<file path="config.mk">
export PLATFORM = sky130hd
export DESIGN_NAME = qtsc_decode
export DESIGN_NICKNAME = d
export VERILOG_FILES = /design/src/rtl/core/qtsc_pkg.sv /design/src/rtl/core/qtsc_decode.sv
export SDC_FILE = /design/constraint.sdc
export NUM_CORES = 1
export LEC_CHECK = 0
export BUFFER_PORTS_ARGS = -buffer_cell sky130_fd_sc_hd__clkbuf_2
export CORE_AREA = 10 10 276 278
export CTS_CLUSTER_SIZE = 24
export DETAILED_ROUTE_END_ITERATION = 6
export DIE_AREA = 0 0 286 288
export SETUP_SLACK_MARGIN = 0.4
export SYNTH_ARGS = -nofsm -noshare
export SYNTH_HDL_FRONTEND = slang
export SYNTH_SLANG_ARGS = --single-unit
</file>
<file path="constraint.sdc">
create_clock -name clk -period 4.1 [get_ports clk]
set_clock_uncertainty 0.05 [all_clocks]
set_input_delay 0.205 -clock clk [delete_from_list [all_inputs] [get_ports clk]]
set_output_delay 0.205 -clock clk [all_outputs]
set_load 0.01 [all_outputs]
</file>
<file path="src/rtl/core/qtsc_pkg.sv">
// Package for the tensor storage checker: status codes, type classes, the
// per-type geometry table and the pipeline control and stage payload types.
// No dependencies.
package qtsc_pkg;

  localparam int unsigned MAX_DIMS   = 4;
  localparam int unsigned TYPE_COUNT = 43;
  localparam int unsigned TABLE_ROWS = 43;
  localparam int unsigned MAX_RANK   = (MAX_DIMS < 4) ? MAX_DIMS : 4;
  localparam int unsigned TBL_IW     = $clog2(TABLE_ROWS);
  localparam int unsigned NSTAGE     = 8;

  typedef enum logic [3:0] {
    ST_OK = 4'd0,
    ST_UNKNOWN,
    ST_REMOVED,
    ST_RESERVED,
    ST_NEWER,
    ST_NOGEOM,
    ST_RANK,
    ST_ZERODIM,
    ST_BLOCK,
    ST_OVF_ELEM,
    ST_OVF_ROWB,
    ST_OVF_ROWS,
    ST_OVF_TOTAL,
    ST_MISMATCH
  } status_t;

  typedef enum logic [1:0] {
    CLS_ADMIT,
    CLS_REMOVED,
    CLS_NEWER
  } cls_t;

  typedef struct packed {
    cls_t       cls;
    logic [8:0] block;
    logic [8:0] bytes;
  } geom_t;

  localparam geom_t GEOM_TABLE [TABLE_ROWS] = '{
    '{CLS_ADMIT, 9'd1, 9'd4},     '{CLS_ADMIT, 9'd1, 9'd2},     '{CLS_ADMIT, 9'd32, 9'd18},
    '{CLS_ADMIT, 9'd32, 9'd20},   '{CLS_REMOVED, 9'd0, 9'd0},   '{CLS_REMOVED, 9'd0, 9'd0},
    '{CLS_ADMIT, 9'd32, 9'd22},   '{CLS_ADMIT, 9'd32, 9'd24},   '{CLS_ADMIT, 9'd32, 9'd34},
    '{CLS_ADMIT, 9'd32, 9'd36},   '{CLS_ADMIT, 9'd256, 9'd84},  '{CLS_ADMIT, 9'd256, 9'd110},
    '{CLS_ADMIT, 9'd256, 9'd144}, '{CLS_ADMIT, 9'd256, 9'd176}, '{CLS_ADMIT, 9'd256, 9'd210},
    '{CLS_ADMIT, 9'd256, 9'd292}, '{CLS_ADMIT, 9'd256, 9'd66},  '{CLS_ADMIT, 9'd256, 9'd74},
    '{CLS_ADMIT, 9'd256, 9'd98},  '{CLS_ADMIT, 9'd256, 9'd50},  '{CLS_ADMIT, 9'd32, 9'd18},
    '{CLS_ADMIT, 9'd256, 9'd110}, '{CLS_ADMIT, 9'd256, 9'd82},  '{CLS_ADMIT, 9'd256, 9'd136},
    '{CLS_ADMIT, 9'd1, 9'd1},     '{CLS_ADMIT, 9'd1, 9'd2},     '{CLS_ADMIT, 9'd1, 9'd4},
    '{CLS_ADMIT, 9'd1, 9'd8},     '{CLS_ADMIT, 9'd1, 9'd8},     '{CLS_ADMIT, 9'd256, 9'd56},
    '{CLS_ADMIT, 9'd1, 9'd2},     '{CLS_REMOVED, 9'd0, 9'd0},   '{CLS_REMOVED, 9'd0, 9'd0},
    '{CLS_REMOVED, 9'd0, 9'd0},   '{CLS_ADMIT, 9'd256, 9'd54},  '{CLS_ADMIT, 9'd256, 9'd66},
    '{CLS_REMOVED, 9'd0, 9'd0},   '{CLS_REMOVED, 9'd0, 9'd0},   '{CLS_REMOVED, 9'd0, 9'd0},
    '{CLS_ADMIT, 9'd32, 9'd17},   '{CLS_NEWER, 9'd64, 9'd36},   '{CLS_NEWER, 9'd128, 9'd18},
    '{CLS_NEWER, 9'd64, 9'd18}
  };

  typedef struct packed {
    logic [7:0]  type_id;
    logic [3:0]  rank;
    logic [63:0] dim0;
    logic [63:0] dim1;
    logic [63:0] dim2;
    logic [63:0] dim3;
    logic        check_size;
    logic [63:0] declared_bytes;
  } desc_t;

  typedef struct packed {
    status_t     st;
    logic [63:0] q;
    logic [8:0]  bytes;
    logic [63:0] d0;
    logic [63:0] d1;
    logic [63:0] d2;
    logic [63:0] d3;
    logic        chk;
    logic [63:0] decl;
  } dec_t;

  typedef struct packed {
    status_t     st;
    logic        chk;
    logic [63:0] decl;
    logic [63:0] d0;
  } side_t;

  typedef struct packed {
    logic [NSTAGE-1:0] ld;
    logic              out_valid;
  } pipe_ctl_t;

  // Rows past the end of the table read as having no geometry.
  function automatic geom_t geom_lookup(input logic [7:0] id);
    geom_t g;
    g = '{CLS_ADMIT, 9'd0, 9'd0};
    if (32'(id) < TABLE_ROWS) begin
      g = GEOM_TABLE[id[TBL_IW-1:0]];
    end
    return g;
  endfunction

  // Block widths are powers of two, so the block divide is a shift.
  function automatic logic [3:0] blk_log2(input logic [8:0] blk);
    logic [3:0] s;
    s = 4'd0;
    for (int i = 0; i < 9; i++) begin
      if (blk[i]) begin
        s = 4'(i);
      end
    end
    return s;
  endfunction

endpackage

</file>
<file path="src/rtl/core/qtsc_decode.sv">
// First stage: type table lookup, the ordered admission checks, the block
// shift and the effective outer dimensions, registered. Depends on qtsc_pkg.
module qtsc_decode (
  input  logic             clk,
  input  logic             ld,
  input  qtsc_pkg::desc_t  desc,
  output qtsc_pkg::dec_t   dec
);
  import qtsc_pkg::*;

  geom_t       g;
  logic [3:0]  sh;
  logic        rank_bad;
  logic        zero_dim;
  logic        blk_bad;
  status_t     st;
  dec_t        dec_nxt;
  dec_t        dec_r;

  always_comb begin
    g        = geom_lookup(desc.type_id);
    sh       = blk_log2(g.block);
    rank_bad = (desc.rank == 4'd0) || (32'(desc.rank) > MAX_RANK);
    zero_dim = (desc.dim0 == '0)
            || ((desc.rank > 4'd1) && (desc.dim1 == '0))
            || ((desc.rank > 4'd2) && (desc.dim2 == '0))
            || ((desc.rank > 4'd3) && (desc.dim3 == '0));
    blk_bad  = (desc.dim0 & (64'(g.block) - 64'd1)) != '0;

    if (32'(desc.type_id) >= TYPE_COUNT) begin
      st = ST_UNKNOWN;
    end else if (32'(desc.type_id) >= TABLE_ROWS) begin
      st = ST_RESERVED;
    end else if (g.cls == CLS_REMOVED) begin
      st = ST_REMOVED;
    end else if (g.cls == CLS_NEWER) begin
      st = ST_NEWER;
    end else if (g.block == '0 || g.bytes == '0) begin
      st = ST_NOGEOM;
    end else if (rank_bad) begin
      st = ST_RANK;
    end else if (zero_dim) begin
      st = ST_ZERODIM;
    end else if (blk_bad) begin
      st = ST_BLOCK;
    end else begin
      st = ST_OK;
    end

    dec_nxt.st    = st;
    dec_nxt.q     = desc.dim0 >> sh;
    dec_nxt.bytes = g.bytes;
    dec_nxt.d0    = desc.dim0;
    dec_nxt.d1    = (desc.rank > 4'd1) ? desc.dim1 : 64'd1;
    dec_nxt.d2    = (desc.rank > 4'd2) ? desc.dim2 : 64'd1;
    dec_nxt.d3    = (desc.rank > 4'd3) ? desc.dim3 : 64'd1;
    dec_nxt.chk   = desc.check_size;
    dec_nxt.decl  = desc.declared_bytes;
  end

  always_ff @(posedge clk) begin
    if (ld) begin
      dec_r <= dec_nxt;
    end
  end

  assign dec = dec_r;

endmodule

</file>
==> summary.md, run 1 <==
| Metric | Value |
|---|---|
| Status | `completed` |
| Area Growth Syn to Fin | `54.7%` |
| Critical Path Sink Type | `flip-flop` |
| Cell Pwr Density | `400 nW/um2` |
| Inserted Clock Buffers | `46` |
| Post-CTS sizing | `0` |
| Synth area leaders | `edfxtp_1 68%, mux4_2 6.8%, nor2b_1 4.7%` |
| Die height | `288 um` |
| ANT nets after route | `0` |
| Ratio of cells with drive above 1 in the final layout | `39.5%` |
| Total setup buffers inserted after CTS | `0` |
| Initial antenna violation count | `6` |
| CP Buf/Inv Count | `3` |
| Pre-antenna DRT Iters | `5` |
| Rows | `98` |
| RSZ-0062 raised after global routing | `no` |
| Max reg flops | `398` |
| Util after Layout | `38.1%` |
| Post-synthesis async set-or-reset flop share | `0%` |
| Synthesized instance count | `1167` |
| Final Hold Fails | `0` |
| Worst Path Arrival | `3.65 ns` |
| Synth Area per Inst | `15.0 um2` |
| Synth cell types | `71` |
| DRC violations left | `0` |
| Commonest cells after routing, fill and taps aside | `731 x clkbuf_2, 398 x edfxtp_1, 321 x dlygate4sd3_1, 130 x nor2b_1, 109 x nand2_1` |
| First-pass GRT wire length | `115000 um` |
| Post-synthesis cell area | `17500 um2` |
| Max clock buf depth | `3` |
| Synth warnings | `0` |
| CTS Sinks | `398` |
| I/O pin total | `733` |
| Via count | `15500` |
| CTS clk-pin slew, worst paths | `0.06 ns` |
| CP max-delay cell | `nor4_1` |
| Top FF cell, synth | `edfxtp_1` |
| Synth area leader | `edfxtp_1` |
| Number of synthesized flops with an enable pin | `398` |
| Final critical-path share of the clock period | `80.2%` |
| Fillcell total | `6683` |
| DRT iter0 DRCs | `1800` |
| Grt total ovfl | `0` |
| Clock root cell | `clkbuf_16` |
| Top delay family on crit path | `simple AND/OR/NAND/NOR gates` |
| Final #Nets | `2580` |
| CTS tree | `built` |
| Sequential area share after synthesis | `68.4%` |
| Slew of the pin with the lowest slew margin | `1.27 ns` |
| Post-Syn Nets | `1513` |
| Effective utilization at floorplan | `24.6%` |
| Core area | `70900 um2` |
| Port Buffers | `732` |
| Vias in the first global route | `15900` |
| Die area | `82400 um2` |
| Post-route minimum period | `3.29 ns` |
| Top cell type's share of synthesized area | `68.4%` |
| Pleak | `11.0 nW` |
| Vias per cell | `4.81` |
| CTS H-Tree Depth | `2` |
| Final setup violation count | `0` |
| Hold slack final | `0.0838 ns` |
| Crit-path max FO | `2` |
| Non-filler cells, final | `3224` |
| CP max stage delay | `0.96 ns` |
| Drt wl/cell | `25.2 um` |
| FMAX | `0.304 GHz` |
| Slew HR | `15.3%` |
| Most common cell after layout, fill and taps aside | `clkbuf_2` |
| Post-DP HPWL | `61100 um` |
| Crit path kind | `in -> reg` |
| Most used cell, CP | `nor4_1` |
| Die Wd | `286 um` |
| Slew Limit Fails | `0` |
| Routed wire length | `81300 um` |
| Worst vdd ir | `0.000285 V` |
| Placed Cells | `2815` |
| Synth Register Bits | `398` |
| GRT Overall Usage | `18.6%` |
| Max-cap violations | `0` |
| Hold Crit Class | `in -> reg` |
| Gpl congestion | `0.944` |
| CP required | `4.46 ns` |
| Final TNS setup | `0 ns` |
| Cells along the critical path | `dlygate4sd3_1 -> clkbuf_2 -> nor4_1 -> nand4_1 -> nor4_1 -> buf_4 -> a22oi_1 -> and3_1 -> o221a_1 -> a211oi_2` |
| CTS hold repair buffers | `321` |
| Largest net degree at the start of global routing | `116` |
| Startpoint Class | `input port` |
## cell usage after synthesis (4+ instances only)
cell	count
and2_1	67
nand2b_1	7
edfxtp_1	398
ha_1	11
o21ai_0	17
nand4_1	15
nor3_1	11
a22oi_1	56
a222oi_1	4
a21oi_1	13
nor2b_1	130
nor4_1	61
nand3_1	5
a31oi_1	10
buf_4	7
a211oi_1	5
mux2i_1	6
clkbuf_1	35
a22o_1	5
nor2_1	35
buf_2	16
mux4_2	53
inv_1	20
nand2_1	109
## worst paths after layout
check	from	end	slack [ns]	depth (start not counted)
max	desc[153]	dec[396]	0.81	10
min	desc[321]	dec[129]	0.08	4
## tightest hold or removal path, cell delays in order
cell,delay [ns]
clkbuf_2,0.11
a21oi_4,0.16
nor2_1,0.08
inv_1,0.05
## kinds of logic (layout without fill, tap and decap cells)
kind of cell	Yosys count	in the layout	synth area share, %
AND/OR/NAND/NOR	464	464	14.7
flip-flops	398	398	68.4
AO/OA/AOI/OAI	149	149	6.49
buffers and inverters	82	1184	2.16
multiplexers	59	59	7.18
adder cells (fa/ha/maj)	11	11	0.788
XOR/XNOR	4	4	0.201
other	0	5	0
## power by group
group / switching (mW) / internal, mW
logic: 1.03 / 0.749
clock network: 1.72 / 2.26
registers: 0.142 / 4.90
## stage by stage
| step | instance area, um2 | worst slack, ns | total power [mW] |
|---|---|---|---|
| 2_1_floorplan | 17500 | 1.29 | 5.64 |
| 3_3_place_gp | 22400 | 0.688 | 6.61 |
| 3_5_place_dp | 22400 | 0.629 | 6.62 |
| 4_1_cts | 27000 | 0.876 | 10.9 |
| 5_1_grt | 27000 | 0.880 | 11.2 |
| 6_report | 27000 | 0.810 | 10.8 |
## per-layer routing
layer | GRT usage (%) | part of all wire [%] | up-vias
li1 | - | - | 6678
met1 | 22.9 | 38 | 7658
met2 | 31.1 | 48 | 1010
met3 | 5.08 | 9.4 | 154
met4 | 6.78 | 3.6 | 4
met5 | 0.357 | 0.060 | -
## layout make-up
type                       instances  area [um2]  area share (%)
clock inverter                    26         224           0.829
inverter                          20        75.1           0.278
tap                              950        1190            4.40
timing repair buffer            1081        7200            26.6
antenna                            5        12.5          0.0463
multi-input combinational        687        5160            19.1
clock buffer                      57        1190            4.42
sequential                       398       12000            44.3
Note: power is estimated with default switching activity, not from simulation.
==> run 2: changes to the inputs <==
--- a/config.mk
+++ b/config.mk
@@ -5,11 +5,12 @@
 export SDC_FILE = /design/constraint.sdc
 export NUM_CORES = 1
 export LEC_CHECK = 0
+export ABC_AREA = 1
 export BUFFER_PORTS_ARGS = -buffer_cell sky130_fd_sc_hd__clkbuf_2
-export CORE_AREA = 10 10 276 278
+export CORE_AREA = 10 10 277 279
 export CTS_CLUSTER_SIZE = 24
 export DETAILED_ROUTE_END_ITERATION = 6
-export DIE_AREA = 0 0 286 288
+export DIE_AREA = 0 0 287 289
 export SETUP_SLACK_MARGIN = 0.4
 export SYNTH_ARGS = -nofsm -noshare
 export SYNTH_HDL_FRONTEND = slang
==> constraint.sdc (replaced) <==
create_clock -name clk -period 3.2 [get_ports clk]
set_clock_uncertainty 0.05 [all_clocks]
set_input_delay 0.16 -clock clk [delete_from_list [all_inputs] [get_ports clk]]
set_output_delay 0.16 -clock clk [all_outputs]
set_load 0.01 [all_outputs]
==> run 2 against run 1 <==
Against the previous run:
- sequential share of layout area is 2.1 points lower
- non-clock buffer count is 8 higher
- combinational power is 42% higher
- via count is 17% higher
- clock-buffer cell count is 2 higher
- first-iteration DRC count is 17% lower
- sequential cell count stayed put
- clock power is 36% higher
- hold slack worse by 0.026 ns
- critical path type unchanged
==> summary.md, run 2 <==
| Metric | Value |
|---|---|
| Post-CTS sizing | `0 (unchanged)` |
| Most used cell, CP | `nand3_1` |
| Final worst setup slack | `0.952 ns (+0.142 ns)` |
| Synth area leaders | `edfxtp_1 64%, nor2_1 9.2%, nand2_1 7.5%` |
| Gpl congestion | `0.944 (about the same)` |
| ANT nets after route | `0 (unchanged)` |
| Area Growth Syn to Fin | `52.2%` |
| Initial antenna violation count | `9 (+3)` |
| Sequential area share after synthesis | `64.2% (-4.3 points)` |
| Comb pwr share | `17.5% (+1.0 points)` |
| Fillcell total | `7007 (+4.8%)` |
| GRT met1 Usage | `22.4% (-0.51 points)` |
| Pre-antenna DRT Iters | `6 (+1)` |
| Slew HR | `43.9% (+29 points)` |
| Cells along the critical path | `clkbuf_2 -> ha_1 -> nand2_1 -> nand2_2 -> nor2_2 -> nand2_2 -> nor2_2 -> inv_2 -> nand2_4 -> buf_4 -> nand3_1 -> nand3_1 -> nand3_1 -> nand3_1 -> nand2_1` |
| Worst slack, placed | `0.368 ns (-0.261 ns)` |
| Die area | `82900 um2 (+0.70%)` |
| Synth Area per Inst | `9.44 um2 (-37%)` |
| Via count | `18100 (+17%)` |
| Post-synthesis async set-or-reset flop share | `0% (unchanged)` |
| Clock Power Share | `37.6% (+0.8 points)` |
| Post-route minimum period | `2.25 ns` |
| Synth area leader | `edfxtp_1` |
| Internal power | `10.5 mW (+33%)` |
| CTS H-Tree Depth | `2 (unchanged)` |
| Top-count cell post-synth | `nor2_1` |
| CTS tree | `built` |
| Crit path to | `dec[340]` |
| Hold Crit Class | `in -> reg` |
| Max clock buf depth | `3 (unchanged)` |
| Port Buffers | `732 (unchanged)` |
| CTS Sinks | `398 (unchanged)` |
| Commonest cells after routing, fill and taps aside | `731 x clkbuf_2, 456 x nor2_1, 398 x edfxtp_1, 373 x nand2_1, 321 x dlygate4sd3_1` |
| Post-synth top cells | `457 x nor2_1, 398 x edfxtp_1, 373 x nand2_1` |
| Drt wl/cell | `21.8 um (-13%)` |
| Stages on the worst setup path | `15 (+5)` |
| Synth cell types | `35 (-51%)` |
| Final critical-path share of the clock period | `70.2%` |
| Gr busiest metal | `met2` |
| Sw Ratio | `27.4% (+0.60 points)` |
| Vias in the first global route | `18500 (+16%)` |
| Max-cap violations | `0 (unchanged)` |
| Top cell type's share of synthesized area | `64.2% (-4.3 points)` |
| Final setup violation count | `0 (unchanged)` |
| Cell Pwr Density | `509 nW/um2 (+27%)` |
| Number of synthesized flops with an enable pin | `398 (unchanged)` |
| I/O pin total | `733 (unchanged)` |
| Synth Register Bits | `398 (unchanged)` |
| Grt met2 use | `36.5% (+5.4 points)` |
| Largest net degree at the start of global routing | `87 (-25%)` |
| Routed wire length | `87900 um (+8.1%)` |
| Critical Path Sink Type | `flip-flop` |
| CP Buf/Inv Count | `3 (unchanged)` |
| Met3 usage | `5.32% (+0.24 points)` |
| Crit path from | `desc[325]` |
| Post-synthesis cell area | `18600 um2 (+6.7%)` |
| Ratio of cells with drive above 1 in the final layout | `28.0% (-12 points)` |
| Crit path kind | `in -> reg` |
| Die height | `289 um (+0.35%)` |
| Synth warnings | `0 (unchanged)` |
| DRT iter0 DRCs | `1493 (-17%)` |
| First-pass GRT wire length | `125000 um (+8.7%)` |
| Pleak | `13.3 nW (+20%)` |
| GRT Overall Usage | `20.2% (+1.6 points)` |
| Status | `completed` |
| Core area | `71100 um2 (+0.35%)` |
| Slew of the pin with the lowest slew margin | `0.841 ns (-0.426 ns)` |
| Synthesized instance count | `1973 (+69%)` |
| Psw | `3.95 mW (+37%)` |
| Startpoint Class | `input port` |
| Worst vdd ir | `0.000432 V (+51%)` |
| Final TNS setup | `0 ns (unchanged)` |
| Rows | `98 (unchanged)` |
| Slew Limit Fails | `0 (unchanged)` |
| Post-DP HPWL | `68000 um (+11%)` |
| Top delay family on crit path | `simple AND/OR/NAND/NOR gates` |
| Effective utilization at floorplan | `26.2% (+1.6 points)` |
| Worst Path Arrival | `2.55 ns (-1.10 ns)` |
| CTS clk-pin slew, worst paths | `0.06 ns (about the same)` |
| Clock root cell | `clkbuf_16` |
| Total setup buffers inserted after CTS | `0 (unchanged)` |
| Vias per cell | `4.50 (-6.4%)` |
| FMAX | `0.445 GHz` |
| Reg power frac | `44.8% (-1.9 points)` |
| Die Wd | `287 um (+0.35%)` |
| CP required | `3.50 ns (-0.96 ns)` |
| Final #Nets | `3379 (+31%)` |
| Max reg flops | `398 (unchanged)` |
| Top FF cell, synth | `edfxtp_1` |
| Crit-path max FO | `43 (+41)` |
| Grt total ovfl | `0 (unchanged)` |
| RSZ-0062 raised after global routing | `no` |
| Final Hold Fails | `0 (unchanged)` |
| CP max-delay cell | `buf_4` |
| CP max stage delay | `0.42 ns (-0.54 ns)` |
| DRC violations left | `0 (unchanged)` |
| Most common cell after layout, fill and taps aside | `clkbuf_2` |
| Inserted Clock Buffers | `47 (+2.2%)` |
| Post-Syn Nets | `2319 (+53%)` |
[run 2: final cells by class]
class	instances	area, um2	area share, %
Inverter	279	1050	3.69
Timing Repair Buffer	1089	7320	25.8
Multi-Input combinational cell	1218	5290	18.6
Clock inverter	25	274	0.967
Antenna cell	8	20.0	0.0706
Sequential cell	398	12000	42.2
Tap cell	950	1190	4.19
Clock buffer	59	1260	4.46
[run 2: what timing repair did]
| action | 4_1_cts | 5_1_grt |
|---|---|---|
| hold buffers | 321 | 0 |
| hold endpoints to repair | 321 | 0 |
| setup endpoints to repair | 0 | 0 |
[run 2: routing by layer]
layer | part of all wire (%) | routed length [um] | vias up
met5 | 0.039 | 34 | -
li1 | - | - | 8558
met1 | 36 | 31500 | 8453
met2 | 52 | 45300 | 926
met3 | 8.5 | 7510 | 172
met4 | 4.1 | 3580 | 6
[run 2: tightest hold or removal path: stages]
cell,delay (ns)
clkbuf_2,0.16
nand2_1,0.10
o21bai_1,0.09
inv_1,0.06
[run 2: power groups by stage]
stage          clock, mW  combinational (mW)  sequential [mW]
2_1_floorplan          0               0.639             6.78
3_3_place_gp           0                2.20             6.55
3_5_place_dp           0                2.20             6.56
4_1_cts             5.56                2.55             6.46
5_1_grt             5.76                2.75             6.50
6_report            5.43                2.53             6.47
[run 2: how the worst min path moves through the flow]
stage               depth (start not counted)        to  slack, ns      start
detailed placement                          1   dec[24]       0.29   desc[24]
global placement                            1   dec[42]       0.29   desc[42]
floorplan                                   0    dec[0]       0.21    desc[0]
CTS                                         4  dec[324]       0.01  desc[329]
global route                                4  dec[324]       0.07  desc[329]
finish                                      4  dec[324]       0.06  desc[329]
[run 2: logic make-up after synthesis]
logic type | count (synthesis) | synth area share, %
flip-flops | 398 | 64.2
adder cells (fa/ha/maj) | 11 | 0.739
AO/OA/AOI/OAI | 65 | 1.90
XOR/XNOR | 1 | 0.0470
AND/OR/NAND/NOR | 1141 | 25.6
buffers and inverters | 357 | 7.55
[run 2: through the flow]
step	power (mW)	instances	utilization, %	instance area [um2]	hold WS (ns)
after detailed placement	8.77	3613	33.2	23600	0.289
after CTS	14.6	4018	39.8	28300	0.0145
after global placement	8.76	3613	33.2	23600	0.287
final	14.4	4026	39.9	28300	0.0581
after floorplan	7.42	1973	-	18600	0.209
after global routing	15.0	4024	39.9	28300	0.0680
==> run 3: changes to the inputs <==
==> constraint.sdc (replaced) <==
create_clock -name clk -period 2.16 [get_ports clk]
set_clock_uncertainty 0.05 [all_clocks]
set_input_delay 0.108 -clock clk [delete_from_list [all_inputs] [get_ports clk]]
set_output_delay 0.108 -clock clk [all_outputs]
set_load 0.01 [all_outputs]
==> run 3 against run 2 <==
Against the previous run:
- hold slack worse by 0.010 ns
- sequential cell count stayed put
- final cell count is 3.6% higher
- clock power is 50% higher
- first-iteration DRC count is 0.20% higher
- worst setup slack worse by 0.50 ns
- clock-buffer cell count is 3 higher
- design area is 7.3% higher
- global-route usage is 1.2 points higher
- total power is 52% higher
- via count is 4.0% higher
- routed wire length is 7.9% higher
- largest cell class unchanged
- largest power group unchanged
==> summary.md, run 3 (synthesized netlist as in run 2, its figures left out) <==
| Metric | Value |
|---|---|
| Area Growth Syn to Fin | `63.3%` |
| Cell Pwr Density | `719 nW/um2 (+41%)` |
| Pleak | `14.2 nW (+7.2%)` |
| Initial antenna violation count | `20 (+11)` |
| Die area | `82900 um2 (unchanged)` |
| CTS H-Tree Depth | `2 (unchanged)` |
| Slew of the pin with the lowest slew margin | `0.806 ns (-0.0353 ns)` |
| Top delay family on crit path | `simple AND/OR/NAND/NOR gates` |
| CTS tree | `built` |
| GRT Overall Usage | `21.5% (+1.2 points)` |
| Pre-antenna DRT Iters | `5 (-1)` |
| Status | `completed` |
| Final Hold Fails | `0 (unchanged)` |
| Final critical-path share of the clock period | `79.2%` |
| Die Wd | `287 um (unchanged)` |
| Worst vdd ir | `0.000684 V (+58%)` |
| Ratio of cells with drive above 1 in the final layout | `35.8% (+7.8 points)` |
| Startpoint Class | `input port` |
| GRT met1 Usage | `22.4% (about the same)` |
| Most common cell after layout, fill and taps aside | `clkbuf_2` |
| Post-DP HPWL | `73900 um (+8.7%)` |
| Post-route minimum period | `1.71 ns` |
| Gpl congestion | `0.959 (+1.7%)` |
| Max-cap violations | `0 (unchanged)` |
| Port Buffers | `732 (unchanged)` |
| Total Power | `21.9 mW (+52%)` |
| Rows | `98 (unchanged)` |
| Worst slack, placed | `-0.347 ns (-0.714 ns)` |
| Largest net degree at the start of global routing | `66 (-24%)` |
| Met3 usage | `5.83% (+0.51 points)` |
| Effective utilization at floorplan | `26.2% (unchanged)` |
| Worst Path Arrival | `2.00 ns (-0.55 ns)` |
| Cells along the critical path | `dlygate4sd3_1 -> clkbuf_2 -> nor2_1 -> nand3_1 -> nor2_1 -> nand2_1 -> nor2_2 -> nand3_2 -> buf_6 -> nand2_2 -> nor2_2 -> nand2_2 -> nor2_2 -> nand2_2 -> nor2_1` |
| Final worst setup slack | `0.449 ns (-0.503 ns)` |
| DRT iter0 DRCs | `1496 (+0.20%)` |
| Drt wl/cell | `22.8 um (+4.2%)` |
| Final setup violation count | `0 (unchanged)` |
| Max reg flops | `398 (unchanged)` |
| Commonest cells after routing, fill and taps aside | `711 x clkbuf_2, 422 x nor2_1, 398 x edfxtp_1, 327 x nand2_1, 320 x dlygate4sd3_1` |
| Hold Crit Class | `in -> reg` |
| CTS clk-pin slew, worst paths | `0.06 ns (about the same)` |
| Clock root cell | `clkbuf_16` |
| Vias per cell | `4.52 (+0.46%)` |
| Via count | `18800 (+4.0%)` |
| Crit-path max FO | `2 (-95%)` |
| RSZ-0062 raised after global routing | `yes` |
| Util after Layout | `42.8% (+2.9 points)` |
| Final #Nets | `3516 (+4.1%)` |
| Crit path kind | `in -> reg` |
| CP Buf/Inv Count | `3 (unchanged)` |
| ANT nets after route | `0 (unchanged)` |
| FMAX | `0.585 GHz` |
| CP required | `2.45 ns (-1.05 ns)` |
| Max clock buf depth | `3 (unchanged)` |
| Inserted Clock Buffers | `48 (+2.1%)` |
| Grt total ovfl | `0 (unchanged)` |
| First-pass GRT wire length | `131000 um (+5.2%)` |
| Slew HR | `46.3% (+2.4 points)` |
| Routed wire length | `94800 um (+7.9%)` |
| Vias in the first global route | `19400 (+5.0%)` |
| CTS Sinks | `398 (unchanged)` |
| Slew Limit Fails | `0 (unchanged)` |
| CP max stage delay | `0.57 ns (+0.15 ns)` |
| I/O pin total | `733 (unchanged)` |
| CP max-delay cell | `dlygate4sd3_1` |
| Die height | `289 um (unchanged)` |
| DRC violations left | `0 (unchanged)` |
| Grt met2 use | `39.8% (+3.3 points)` |
| Gr busiest metal | `met2` |
| Critical Path Sink Type | `flip-flop` |
| Core area | `71100 um2 (unchanged)` |
[run 3: cell count changes in the layout (fill, tap and decap cells not counted), sizes merged]
cell          delta
dlymetal6s4s     +3
bufinv           -1
buf            +146
clkbuf           -9
inv              -1
clkinvlp         +2
diode            +1
dlygate4sd3      -1
clkinv           +3
[run 3: worst paths after layout]
check | from | endpoint | slack, ns | depth (start not counted)
worst min-delay path | desc[329] | dec[324] | 0.05 | 5
worst max-delay path | desc[89] | dec[397] | 0.45 | 15
[run 3: through the flow]
stage	instances	setup TNS, ns	hold slack (ns)	area, um2
2_1_floorplan	1973	0	0.157	18800
3_3_place_gp	3723	-16.73	0.235	24700
3_5_place_dp	3723	-16.97	0.237	24700
4_1_cts	4137	0	0.0117	29500
5_1_grt	4169	0	0.0247	30400
6_report	4169	0	0.0478	30400
[run 3: layer usage]
metal / vias to the layer above / part of all wire, %
met5: - / 0.064
met4: 10 / 4.7
met3: 213 / 8.7
met2: 882 / 52
met1: 8894 / 34
li1: 8845 / -
[run 3: tightest hold or removal path: stages]
cell and delay [ns]:
clkbuf_2 0.11, buf_4 0.16, nand2_1 0.07, o21bai_1 0.08, inv_1 0.05
[run 3: power breakdown]
part           total, mW  switching [mW]  internal [mW]
Combinational       4.17            2.47           1.71
Clock               8.14            3.46           4.68
Sequential          9.57           0.242           9.32
Total               21.9            6.17           15.7
[run 3: layout make-up]
type                            count  area (um2)
Tap cell                          950        1190
Fill cell                        6878       40700
Timing Repair Buffer             1225        8730
Clock inverter                     28         287
Antenna cell                        9        22.5
Multi-Input combinational cell   1218        5910
Sequential cell                   398       12000
Clock buffer                       62        1270
Inverter                          279        1060
[run 3: what timing repair did]
action | 4_1_cts | 5_1_grt
setup endpoints to repair | 52 | 67
setup buffers | 0 | 17
hold endpoints to repair | 354 | 0
pin swaps | 0 | 49
hold buffers | 323 | 0
cloned | 1 | 6
resized for setup | 6 | 207
